## config.mk

```make
export PLATFORM = sky130hd
export DESIGN_NAME = packet_filter_priority_router_unit
export DESIGN_NICKNAME = d
export VERILOG_FILES = /design/src/sv/pfr_pkg.sv /design/src/sv/packet_filter_priority_router_unit.sv /design/src/sv/pfr_queue_mem.sv
export SDC_FILE = /design/constraint.sdc
export NUM_CORES = 2
export LEC_CHECK = 0
export BUFFER_PORTS_ARGS = -buffer_cell sky130_fd_sc_hd__buf_2
export CAP_MARGIN = 20
export CORE_MARGIN = 4
export CORE_UTILIZATION = 45
export CTS_BUF_LIST = sky130_fd_sc_hd__clkbuf_8 sky130_fd_sc_hd__clkbuf_16
export DETAILED_ROUTE_END_ITERATION = 10
export GPL_TIMING_DRIVEN = 0
export PLACE_DENSITY_LB_ADDON = 0.08
export SLEW_MARGIN = 20
export SYNTH_ARGS = -nofsm -noshare
export SYNTH_HDL_FRONTEND = slang
export SYNTH_SLANG_ARGS = --single-unit
```

## constraint.sdc

```tcl
create_clock -name clk -period 26.1 [get_ports clk]
set_clock_uncertainty 0.2 [all_clocks]
set_input_delay 1.305 -clock clk [delete_from_list [all_inputs] [get_ports clk]]
set_output_delay 1.305 -clock clk [all_outputs]
set_load 0.03 [all_outputs]
```

## src/sv/pfr_pkg.sv

```systemverilog
// Shared types and constants for the packet filter and priority router.
// Used by the top level, the port checker and the testbench; depends on nothing.
package pfr_pkg;

	localparam int NUM_QUEUES = 3;
	localparam int QSEL_W     = 2;
	localparam int DATA_W     = 32;
	localparam int STATUS_W   = 4;
	localparam int PORT_W     = 2;
	localparam int CFG_IDX_W  = 3;

	typedef enum logic [STATUS_W-1:0] {
		ST_HIGH     = 4'd0,
		ST_MEDIUM   = 4'd1,
		ST_LOW      = 4'd2,
		ST_BAD_SRC  = 4'd3,
		ST_BAD_SUM  = 4'd4,
		ST_FULL     = 4'd5,
		ST_BAD_TYPE = 4'd6,
		ST_FORWARD  = 4'd7,
		ST_EMPTY    = 4'd8
	} status_t;

	typedef enum logic [CFG_IDX_W-1:0] {
		CFG_REJECT_SRC_LOW  = 3'd0,
		CFG_REJECT_SRC_HIGH = 3'd1,
		CFG_PORT1_DST_HIGH  = 3'd2,
		CFG_PORT2_DST_HIGH  = 3'd3,
		CFG_PORT3_DST_HIGH  = 3'd4
	} cfg_idx_t;

	localparam logic [DATA_W-1:0] RST_REJECT_SRC_LOW  = 32'd1753761824;
	localparam logic [DATA_W-1:0] RST_REJECT_SRC_HIGH = 32'd2000000000;
	localparam logic [DATA_W-1:0] RST_PORT1_DST_HIGH  = 32'd1073741823;
	localparam logic [DATA_W-1:0] RST_PORT2_DST_HIGH  = 32'd2147483647;
	localparam logic [DATA_W-1:0] RST_PORT3_DST_HIGH  = 32'd3221225472;

	localparam logic [DATA_W-1:0] MAX_TYPE = 32'd2;

endpackage

```

## src/sv/packet_filter_priority_router_unit.sv

```systemverilog
// Output: a result goes from the input register straight into the output register, and is
// held back only while a stalled result holds the output register.
// Throughput: one item per cycle unless the output stalls; the input register feeds the checksum,
// filter and queue update logic, and the queue store read for the next item is issued as it is
// accepted. Reset: asynchronous, clears packet state, empties all queues and loads the register
// reset values; queue storage is not cleared and needs no sweep. Depends on pfr_pkg, pfr_queue_mem.
module packet_filter_priority_router_unit #(
	parameter int PACKET_WORDS = 16,
	parameter int QUEUE_DEPTH  = 4
) (
	input  logic                           clk,
	input  logic                           arst_n,
	input  logic                           cfg_valid,
	output logic                           cfg_ready,
	input  logic [pfr_pkg::CFG_IDX_W-1:0]  cfg_index,
	input  logic [pfr_pkg::DATA_W-1:0]     cfg_data,
	input  logic                           in_valid,
	output logic                           in_ready,
	input  logic                           mode,
	input  logic [pfr_pkg::DATA_W-1:0]     word,
	input  logic                           last,
	output logic                           out_valid,
	input  logic                           out_ready,
	output logic [pfr_pkg::STATUS_W-1:0]   status,
	output logic [pfr_pkg::PORT_W-1:0]     port,
	output logic [pfr_pkg::DATA_W-1:0]     src_addr,
	output logic [pfr_pkg::DATA_W-1:0]     dst_addr,
	output logic [pfr_pkg::QSEL_W-1:0]     prio
);
	import pfr_pkg::*;

	localparam int IDX_W   = $clog2(PACKET_WORDS);
	localparam int SUM_W   = $clog2(2 * PACKET_WORDS * 65535 + 1);
	localparam int SLOT_W  = (QUEUE_DEPTH > 1) ? $clog2(QUEUE_DEPTH) : 1;
	localparam int FILL_W  = $clog2(QUEUE_DEPTH + 1);
	localparam int ENTRIES = NUM_QUEUES * QUEUE_DEPTH;
	localparam int ADDR_W  = (ENTRIES > 1) ? $clog2(ENTRIES) : 1;
	localparam int ENTRY_W = 2 * DATA_W;

	localparam logic [IDX_W-1:0]  LAST_IDX  = IDX_W'(PACKET_WORDS - 1);
	localparam logic [FILL_W-1:0] FULL_FILL = FILL_W'(QUEUE_DEPTH);
	localparam logic [SLOT_W-1:0] LAST_SLOT = SLOT_W'(QUEUE_DEPTH - 1);
	localparam logic [SLOT_W:0]   DEPTH_EXT = (SLOT_W + 1)'(QUEUE_DEPTH);

	logic [DATA_W-1:0] reject_src_low_q, reject_src_high_q;
	logic [DATA_W-1:0] port1_dst_high_q, port2_dst_high_q, port3_dst_high_q;

	logic              valid_s1, mode_s1, last_s1;
	logic [DATA_W-1:0] word_s1;

	logic [IDX_W-1:0]  idx_q;
	logic [SUM_W-1:0]  sum_q;
	logic [DATA_W-1:0] hdr_src_q, hdr_dst_q, hdr_type_q;
	logic [SLOT_W-1:0] head_q [NUM_QUEUES];
	logic [FILL_W-1:0] fill_q [NUM_QUEUES];

	logic              out_valid_q;
	status_t           status_q;
	logic [PORT_W-1:0] port_q;
	logic [DATA_W-1:0] src_q, dst_q;
	logic [QSEL_W-1:0] prio_q;

	logic              s1_go;
	logic [SUM_W-1:0]  sum_nxt;
	logic [16:0]       fold1;
	logic [15:0]       fold2;
	logic              pkt_end;
	logic [DATA_W-1:0] src_e, dst_e, type_e;
	logic              bad_src, bad_sum, bad_type, full;
	logic [QSEL_W-1:0] enq_q;
	logic [SLOT_W-1:0] enq_slot;
	logic [SLOT_W:0]   slot_sum;
	logic              enqueue;
	logic              fwd_hit;
	logic [QSEL_W-1:0] fwd_q;
	logic              pop;
	logic [SLOT_W-1:0] head_n [NUM_QUEUES];
	logic [FILL_W-1:0] fill_n [NUM_QUEUES];
	logic [QSEL_W-1:0] rd_q;
	logic [SLOT_W-1:0] rd_head;
	logic [ADDR_W-1:0] rd_addr, wr_addr;
	logic [ENTRY_W-1:0] rd_data;
	logic [DATA_W-1:0] fwd_src, fwd_dst;
	logic [PORT_W-1:0] fwd_port;

	logic              res_valid;
	status_t           res_status;
	logic [PORT_W-1:0] res_port;
	logic [DATA_W-1:0] res_src, res_dst;
	logic [QSEL_W-1:0] res_prio;

	assign cfg_ready = 1'b1;

	always_ff @(posedge clk or negedge arst_n) begin
		if (!arst_n) begin
			reject_src_low_q  <= RST_REJECT_SRC_LOW;
			reject_src_high_q <= RST_REJECT_SRC_HIGH;
			port1_dst_high_q  <= RST_PORT1_DST_HIGH;
			port2_dst_high_q  <= RST_PORT2_DST_HIGH;
			port3_dst_high_q  <= RST_PORT3_DST_HIGH;
		end else if (cfg_valid && cfg_ready) begin
			unique case (cfg_idx_t'(cfg_index))
				CFG_REJECT_SRC_LOW:  reject_src_low_q  <= cfg_data;
				CFG_REJECT_SRC_HIGH: reject_src_high_q <= cfg_data;
				CFG_PORT1_DST_HIGH:  port1_dst_high_q  <= cfg_data;
				CFG_PORT2_DST_HIGH:  port2_dst_high_q  <= cfg_data;
				CFG_PORT3_DST_HIGH:  port3_dst_high_q  <= cfg_data;
				default: ;
			endcase
		end
	end

	assign s1_go    = valid_s1 && (!out_valid_q || out_ready);
	assign in_ready = !valid_s1 || s1_go;

	always_ff @(posedge clk or negedge arst_n) begin
		if (!arst_n) begin
			valid_s1 <= 1'b0;
		end else if (in_ready) begin
			valid_s1 <= in_valid;
		end
	end

	always_ff @(posedge clk) begin
		if (in_valid && in_ready) begin
			mode_s1 <= mode;
			word_s1 <= word;
			last_s1 <= last;
		end
	end

	always_comb begin
		sum_nxt = sum_q + SUM_W'(word_s1[15:0]) + SUM_W'(word_s1[31:16]);
		fold1   = 17'(sum_nxt[15:0]) + 17'(sum_nxt[SUM_W-1:16]);
		fold2   = fold1[15:0] + 16'(fold1[16]);
		pkt_end = !mode_s1 && (last_s1 || (idx_q == LAST_IDX));
		src_e   = (idx_q == IDX_W'(0)) ? word_s1 : hdr_src_q;
		dst_e   = (idx_q == IDX_W'(1)) ? word_s1 : hdr_dst_q;
		type_e  = (idx_q == IDX_W'(2)) ? word_s1 : hdr_type_q;

		bad_src  = (reject_src_low_q <= src_e) && (src_e <= reject_src_high_q);
		bad_sum  = (~fold2) != 16'd0;
		bad_type = type_e > MAX_TYPE;
		enq_q    = type_e[QSEL_W-1:0];

		full     = 1'b0;
		slot_sum = '0;
		for (int q = 0; q < NUM_QUEUES; q++) begin
			if (enq_q == QSEL_W'(q)) begin
				full     = fill_q[q] == FULL_FILL;
				slot_sum = (SLOT_W + 1)'(head_q[q]) + (SLOT_W + 1)'(fill_q[q]);
			end
		end
		if (slot_sum >= DEPTH_EXT) begin
			enq_slot = SLOT_W'(slot_sum - DEPTH_EXT);
		end else begin
			enq_slot = SLOT_W'(slot_sum);
		end
		enqueue = s1_go && pkt_end && !bad_src && !bad_sum && !bad_type && !full;

		fwd_hit = 1'b0;
		fwd_q   = '0;
		for (int q = NUM_QUEUES - 1; q >= 0; q--) begin
			if (fill_q[q] != '0) begin
				fwd_hit = 1'b1;
				fwd_q   = QSEL_W'(q);
			end
		end
		pop = s1_go && mode_s1 && fwd_hit;

		for (int q = 0; q < NUM_QUEUES; q++) begin
			head_n[q] = head_q[q];
			fill_n[q] = fill_q[q];
			if (enqueue && (enq_q == QSEL_W'(q))) begin
				fill_n[q] = fill_q[q] + FILL_W'(1);
			end
			if (pop && (fwd_q == QSEL_W'(q))) begin
				fill_n[q] = fill_q[q] - FILL_W'(1);
				head_n[q] = (head_q[q] == LAST_SLOT) ? '0 : head_q[q] + SLOT_W'(1);
			end
		end

		rd_q    = '0;
		rd_head = head_n[0];
		for (int q = NUM_QUEUES - 1; q >= 0; q--) begin
			if (fill_n[q] != '0) begin
				rd_q    = QSEL_W'(q);
				rd_head = head_n[q];
			end
		end
		rd_addr = ADDR_W'(rd_q) * ADDR_W'(QUEUE_DEPTH) + ADDR_W'(rd_head);
		wr_addr = ADDR_W'(enq_q) * ADDR_W'(QUEUE_DEPTH) + ADDR_W'(enq_slot);
	end

	pfr_queue_mem #(
		.ENTRIES (ENTRIES),
		.ADDR_W  (ADDR_W),
		.ENTRY_W (ENTRY_W)
	) u_queue_mem (
		.clk     (clk),
		.wr_en   (enqueue),
		.wr_addr (wr_addr),
		.wr_data ({src_e, dst_e}),
		.rd_en   (in_ready),
		.rd_addr (rd_addr),
		.rd_data (rd_data)
	);

	always_comb begin
		fwd_src = rd_data[ENTRY_W-1:DATA_W];
		fwd_dst = rd_data[DATA_W-1:0];
		if (fwd_dst <= port1_dst_high_q) begin
			fwd_port = 2'd0;
		end else if (fwd_dst <= port2_dst_high_q) begin
			fwd_port = 2'd1;
		end else if (fwd_dst <= port3_dst_high_q) begin
			fwd_port = 2'd2;
		end else begin
			fwd_port = 2'd3;
		end

		res_valid  = mode_s1 || pkt_end;
		res_status = ST_EMPTY;
		res_port   = '0;
		res_src    = src_e;
		res_dst    = dst_e;
		res_prio   = '0;
		if (mode_s1) begin
			if (fwd_hit) begin
				res_status = ST_FORWARD;
				res_port   = fwd_port;
				res_src    = fwd_src;
				res_dst    = fwd_dst;
				res_prio   = fwd_q;
			end else begin
				res_src = '0;
				res_dst = '0;
			end
		end else if (bad_src) begin
			res_status = ST_BAD_SRC;
		end else if (bad_sum) begin
			res_status = ST_BAD_SUM;
		end else if (bad_type) begin
			res_status = ST_BAD_TYPE;
		end else if (full) begin
			res_status = ST_FULL;
			res_prio   = enq_q;
		end else begin
			res_status = status_t'(STATUS_W'(enq_q));
			res_prio   = enq_q;
		end
	end

	always_ff @(posedge clk or negedge arst_n) begin
		if (!arst_n) begin
			idx_q      <= '0;
			sum_q      <= '0;
			hdr_src_q  <= '0;
			hdr_dst_q  <= '0;
			hdr_type_q <= '0;
			for (int q = 0; q < NUM_QUEUES; q++) begin
				head_q[q] <= '0;
				fill_q[q] <= '0;
			end
		end else if (s1_go) begin
			for (int q = 0; q < NUM_QUEUES; q++) begin
				head_q[q] <= head_n[q];
				fill_q[q] <= fill_n[q];
			end
			if (pkt_end) begin
				idx_q      <= '0;
				sum_q      <= '0;
				hdr_src_q  <= '0;
				hdr_dst_q  <= '0;
				hdr_type_q <= '0;
			end else if (!mode_s1) begin
				idx_q      <= idx_q + IDX_W'(1);
				sum_q      <= sum_nxt;
				hdr_src_q  <= src_e;
				hdr_dst_q  <= dst_e;
				hdr_type_q <= type_e;
			end
		end
	end

	always_ff @(posedge clk or negedge arst_n) begin
		if (!arst_n) begin
			out_valid_q <= 1'b0;
		end else if (s1_go && res_valid) begin
			out_valid_q <= 1'b1;
		end else if (out_ready) begin
			out_valid_q <= 1'b0;
		end
	end

	always_ff @(posedge clk) begin
		if (s1_go && res_valid) begin
			status_q <= res_status;
			port_q   <= res_port;
			src_q    <= res_src;
			dst_q    <= res_dst;
			prio_q   <= res_prio;
		end
	end

	assign out_valid = out_valid_q;
	assign status    = status_q;
	assign port      = port_q;
	assign src_addr  = src_q;
	assign dst_addr  = dst_q;
	assign prio      = prio_q;

endmodule

```

## src/sv/pfr_queue_mem.sv

```systemverilog
// Entry store for the three priority queues: one write port, one read port
// with registered read data and write-to-read bypass. No dependencies.
module pfr_queue_mem #(
	parameter int ENTRIES = 12,
	parameter int ADDR_W  = 4,
	parameter int ENTRY_W = 64
) (
	input  logic               clk,
	input  logic               wr_en,
	input  logic [ADDR_W-1:0]  wr_addr,
	input  logic [ENTRY_W-1:0] wr_data,
	input  logic               rd_en,
	input  logic [ADDR_W-1:0]  rd_addr,
	output logic [ENTRY_W-1:0] rd_data
);

	logic [ENTRY_W-1:0] mem [ENTRIES];

	always_ff @(posedge clk) begin
		if (wr_en) begin
			mem[wr_addr] <= wr_data;
		end
	end

	always_ff @(posedge clk) begin
		if (rd_en) begin
			if (wr_en && (wr_addr == rd_addr)) begin
				rd_data <= wr_data;
			end else begin
				rd_data <= mem[rd_addr];
			end
		end
	end

endmodule

```

# After elaboration in Yosys (flattened, before gate mapping)
# Memories as Yosys holds them, arrays and structs flattened. A register that Yosys moved wholly into a read port is not among the register bits.
# Index checks and enable logic that the tools add are counted.
# word_totals
ramBits	768
memories	1
word_cells	190
inputBits	74
ff_bits	404
# classes
n_mux	65
n_bitwise	3
add_sub_neg	20
magnitude_cmp	7
eq_ne	18
n_reduce_logical	49
# memory_table
name	words	width	rd	rd_clocked_by_memory_dff	write_ports	line_no	source
u_queue_mem.mem	12	64	1	1	1	pfr_queue_mem.sv:17	logic [ENTRY_W-1:0] mem [ENTRIES];
# ops
operator	count
$mux 32	13
$le 32x32->1	5
$add 21x16->21	2
$mux 2	21
$mux 21	2
$mux 3	13
$gt 32x2->1 const B	1
$logic_and 1x1->1	18
$reduce_bool 3->1	6
$add 16x5->17	1
$add 16x1->16	1
$mux 4	4
$not 16->16	1
$reduce_bool 16->1	1
$eq 3x3->1 const B	4
$mux 1	12
$reduce_and 2->1	6
$eq 2x2->1 const B	5
$add 2x3->3	3
$add 3x1->3 const B	3
$sub 3x1->3 const B	3
$add 4x2->4	2
$logic_not 1->1	7
$add 2x1->2 const B	3
other kinds (18)	25

# Longest topological paths before layout
# depth
word_depth	18
depth_mapped	38
depth_no_buf	35

# Hierarchy
# Synthesis repeated with hierarchy kept, for this count alone.
# unflattened
cells_unflattened	3730
area_unflattened_um2	54466.0
# modules_own_cells
module	area_each_um2	seq_area_each_um2	cells_per_inst	instances
pfr_queue_mem	31850.5	24984.0	1509	1
packet_filter_priority_router_unit	22615.4	10745.3	2221	1

# Worst setup path after synthesis
# Ideal clock, no wire load.
# synth_path
path_type	reg-to-reg
from	register word_s1[2]
to	memory u_queue_mem.mem[0][0], enable pin
n_path_buf	1
period_less_slack_ns	10.361
path_slack_ns	15.739
t_arrival_ns	9.675
setup_time_ns	0.487
required_time_ns	25.413
path_stages_with_launch	29
path_cell_list	edfxtp_1 > fa_1 > ha_1 > a211oi_2 > nor4_1 > or3_1 > a31o_2 > a21oi_1 > o21bai_1 > a21oi_1 > nor2b_1 > o21a_1 > and3_1 > xor2_1 > ha_1 > inv_1 > a211oi_1 > nor2_1 > nor2_1 > and3_1 > ha_1 > ha_1 > xor2_1 > nand4_1 > or3b_2 > a2111oi_0 > or4b_2 > clkbuf_1 > nor2_1
# synth_between
elab_chain_cells	12
word_cells_on_any_way	21
# synth_rtl
element	line_no	source
start: declaration	packet_filter_priority_router_unit.sv:49	logic [DATA_W-1:0] word_s1;
start signal: assignment	packet_filter_priority_router_unit.sv:127	word_s1 <= word;
$add 21x16->21 (2 in a row)	packet_filter_priority_router_unit.sv:133	sum_nxt = sum_q + SUM_W'(word_s1[15:0]) + SUM_W'(word_s1[31:16]);
$add 16x5->17	packet_filter_priority_router_unit.sv:134	fold1 = 17'(sum_nxt[15:0]) + 17'(sum_nxt[SUM_W-1:16]);
$add 16x1->16	packet_filter_priority_router_unit.sv:135	fold2 = fold1[15:0] + 16'(fold1[16]);
$not 16->16	packet_filter_priority_router_unit.sv:142	bad_sum = (~fold2) != 16'd0;
$reduce_bool 16->1	packet_filter_priority_router_unit.sv:142	
$logic_not 1->1	packet_filter_priority_router_unit.sv:159	enqueue = s1_go && pkt_end && !bad_src && !bad_sum && !bad_type && !full;
$logic_and 1x1->1	packet_filter_priority_router_unit.sv:159	
$logic_and 1x1->1 (*) (2 in a row)	packet_filter_priority_router_unit.sv:159	
$mux 1 (*)	pfr_queue_mem.sv:20	if (wr_en) begin
$mux 1 (not written as such) (*)	pfr_queue_mem.sv:21	mem[wr_addr] <= wr_data;
end: declaration	pfr_queue_mem.sv:17	
# Every way passes the cells marked *; elsewhere a longest branch is shown, timed or not.

# Final worst setup path
# layout_path
from	register word_s1[18]
to	register u_queue_mem.rd_data[42] (read register of u_queue_mem.mem), data pin
# layout_between
elab_chain_cells	17
word_cells_on_any_way	37
# layout_rtl
element	line_no	source
$add 21x16->21	packet_filter_priority_router_unit.sv:133	
$add 16x5->17	packet_filter_priority_router_unit.sv:134	
$add 16x1->16	packet_filter_priority_router_unit.sv:135	
$not 16->16	packet_filter_priority_router_unit.sv:142	
$reduce_bool 16->1	packet_filter_priority_router_unit.sv:142	
$logic_not 1->1	packet_filter_priority_router_unit.sv:159	
$logic_and 1x1->1	packet_filter_priority_router_unit.sv:159	
$logic_and 1x1->1 (*) (2 in a row)	packet_filter_priority_router_unit.sv:159	
$logic_and 1x1->1	packet_filter_priority_router_unit.sv:174	if (enqueue && (enq_q == QSEL_W'(q))) begin
$mux 3	packet_filter_priority_router_unit.sv:174	
$mux 3	packet_filter_priority_router_unit.sv:177	if (pop && (fwd_q == QSEL_W'(q))) begin
$reduce_bool 3->1	packet_filter_priority_router_unit.sv:186	if (fill_n[q] != '0) begin
$mux 2 (3 in a row)	packet_filter_priority_router_unit.sv:186	
$add 4x2->4 (*)	packet_filter_priority_router_unit.sv:191	rd_addr = ADDR_W'(rd_q) * ADDR_W'(QUEUE_DEPTH) + ADDR_W'(rd_head);
end: declaration	pfr_queue_mem.sv:14	output logic [ENTRY_W-1:0] rd_data
# Marked as above.
# A chain may end at the register's enable or synchronous reset.

==> impl_metrics.csv <==
group,metric,value,unit
run_status,status,"complete, no violations",
route,drt_wl_total,169000,um
critical_path,critical_path_class,"reg2reg",
synth,synthCells,3918,
synth,syn_area_per_cell,13.9,um2
synth,async_flop_share,0.241,
synth,ys_seq_elements,1236,
placement,port_buffers,145,
critical_path,required,26.53,ns
die,core_area,120000,um2
die,die_h,356,um
sta,finalHoldViolations,0,
placement,place.gp.congestion,0.833,
layout,post-route-util,0.527,
synth,synthFlopType,"edfxtp_1",
sta,worst_pin_slew,1.23,ns
clock_network,insertion_delay,0.77,ns
global_routing,grt_max_degree,85,
critical_path,slowest_stage,"clkbuf_1",
synth,yosys.area.top_type,"edfxtp_1",
sta,finalSetupViolCount,0,
sta,finalSetupTns,0,ns
die,die_w,356,um
route,drtPass1Iterations,6,
critical_path,worstSetupEndpointType,"register",
synth,yosysSeqAreaShare,0.655,
clock_network,cts.reportedPaths.clkPinSlew,0.06,ns
power,power_density,106,nW/um2
layout,nets,4567,
clock_network,cts_resized,0,
power,ir_drop,70.2,uV
sta,final-max-slew-violation-count,0,
route,final_antenna_net_count,0,
sta,fin_crit_sh,0.454,
sta,finalCriticalPeriod,11.86,ns
global_routing,first_global_vias,33800,
layout,area_delta_synth_final,16.1,%
route,drc,0,
placement,dp.cells,5747,
clock_network,h-tree-depth,4,
critical_path,cp-start-kind,"register",
sta,relSlewSlack,0.176,
synth,synth_fp_nets,4212,
clock_network,clk_path_buf_depth,3,
layout,fillers,10300,
global_routing,grt_pass1_wl,243000,um
synth,synth_top_cell_area_share,0.517,
clock_network,hold_buffers,0,
clock_network,cts_tree,"done",
layout,layout-drive-gt1-share,0.163,
global_routing,antenna_found_initial,3,
synth,yosys_warnings,0,
sta,rsz0062_at_grt,"no",
critical_path,critical_path.max_stage_delay,0.92,ns
die,io_pins,149,
layout,layout.cells.non_filler,5994,
synth,synth_area_leaders,"edfxtp_1 (52%), dfrtp_1 (9.8%), ha_1 (4.6%)",
global_routing,grt_usage,0.268,
clock_network,cts_num_sinks,1236,
flow_run,drv_cap,0,
clock_network,cts_buffers,136,
layout,final_area,63300,um2
route,drt-initial-drc-count,3490,
synth,synthDistinctLibCells,79,
sta,clock.fmax,0.0843,GHz
critical_path,cp_common_cell,"ha_1",
synth,synth_area,54500,um2
critical_path,path_max_fanout,10,
clock_network,postCtsSetupBuffers,0,
die,start_util,0.454,
worst_hold_path,hp-class,"reg2reg",
power,leakagePower,0.0245,uW
synth,synth_edf_count,938,
die,rows,127,
clock_network,clock-root-buffer,"clkbuf_16",
placement,post_dp_cell_area,59000,um2
route,vias,34600,
placement,hpwl,119000,um
route,via_per_inst,5.77,
critical_path,arrival,12.29,ns
global_routing,gr-total-overflow,0,
die,die_area,127000,um2
route,wl_per_cell,28.3,um
synth_stat cells (76+ instances only):
cell type and n:
a21oi_1 78, clkbuf_1 145, and3_1 76, o21ai_0 291
mux2_2 103, mux2i_1 212, edfxtp_1 938, nor2_1 127
ha_1 202, nand2_1 432, inv_1 227, dfstp_2 84
dfrtp_1 214
per-layer routing:
| metal | global-route usage | routed length, um | vias to the layer above |
|---|---|---|---|
| met5 | 0 | 0 | - |
| met4 | 0.0988 | 6280 | 0 |
| met3 | 0.0541 | 12500 | 250 |
| met2 | 0.407 | 75600 | 1224 |
| met1 | 0.385 | 75000 | 17700 |
| li1 | - | - | 15400 |
cell usage in the layout (no fill, tap or decap), types with 138 or more instances in the layout:
cell,count
buf_2,149
clkbuf_1,138
clkbuf_16,144
dfrtp_1,214
edfxtp_1,938
ha_1,202
inv_1,263
mux2i_1,208
nand2_1,432
o21ai_0,291
cell families (layout without fill, tap and decap cells):
| logic type | Yosys count | in the layout | share of synthesized area |
|---|---|---|---|
| DFF | 1236 | 1236 | 0.655 |
| and+or+nand+nor | 888 | 888 | 0.0767 |
| AOI/OAI and AO/OA | 719 | 719 | 0.0876 |
| buffers and inverters | 410 | 872 | 0.0292 |
| muxes | 407 | 407 | 0.0922 |
| adders and majority gates | 220 | 220 | 0.0530 |
| xor gates and xnor gates | 37 | 37 | 0.00594 |
| other | 1 | 3 | 0.0000688 |
worst max-delay path: cells and delay by family, from the launching register on:
family,cells,cell delay (ns)
simple gates,11,2.86
compound gates,9,2.71
buf+inv,4,2.37
fa+ha+maj,6,1.91
flops,1,0.74
mux,2,0.59
xor+xnor,2,0.33
per-stage QoR:
stage	setup slack, ns	power (uW)	hold WS [ns]
4_1_cts	14.25	6760	0.282
2_1_floorplan	15.74	4080	0.249
6_report	14.24	6730	0.276
3_5_place_dp	14.31	4910	0.269
5_1_grt	13.43	7090	0.297
3_3_place_gp	10.47	4860	0.260
final timing paths:
path	slack, ns	cells past startpoint	endpoint	from
max in group asynchronous	23.99	3	port2_dst_high_q[23]	arst_n
max	14.24	34	u_queue_mem.rd_data[42]	word_s1[18]
min reg2reg	0.28	2	hdr_src_q[7]	hdr_src_q[7]
min	0.28	2	hdr_src_q[7]	hdr_src_q[7]
max reg2reg	14.24	34	u_queue_mem.rd_data[42]	word_s1[18]
min in group asynchronous	0.32	1	hdr_type_q[14]	arst_n
report_power, final:
part           switching, uW  internal, uW  total [uW]
Sequential               175          2500        2680
Clock                    793          1040        1840
Combinational           1440           778        2220
state kept, by name, indices dropped and copies added, names as in the netlist, 32 cells and up:
signal               count
dst_addr                32
port3_dst_high_q        32
u_queue_mem.mem        768
reject_src_high_q       32
port1_dst_high_q        32
u_queue_mem.rd_data     64
hdr_type_q              32
src_addr                32
port2_dst_high_q        32
word_s1                 32
hdr_dst_q               32
hdr_src_q               32
reject_src_low_q        32
final cells by class:
class / instances / area, um2 / share of cell area
flip-flops and latches: 1236 / 35700 / 0.564
repair buffers: 217 / 2370 / 0.0374
well taps: 1612 / 2020 / 0.0319
multi-input cells: 2272 / 17300 / 0.274
clock buffers: 151 / 3700 / 0.0584
plain buffers: 183 / 751 / 0.0119
clock inverters: 94 / 544 / 0.00860
inverters: 227 / 852 / 0.0135
diodes: 2 / 5.00 / 0.0000791
Power figures use the tool's default switching activity.
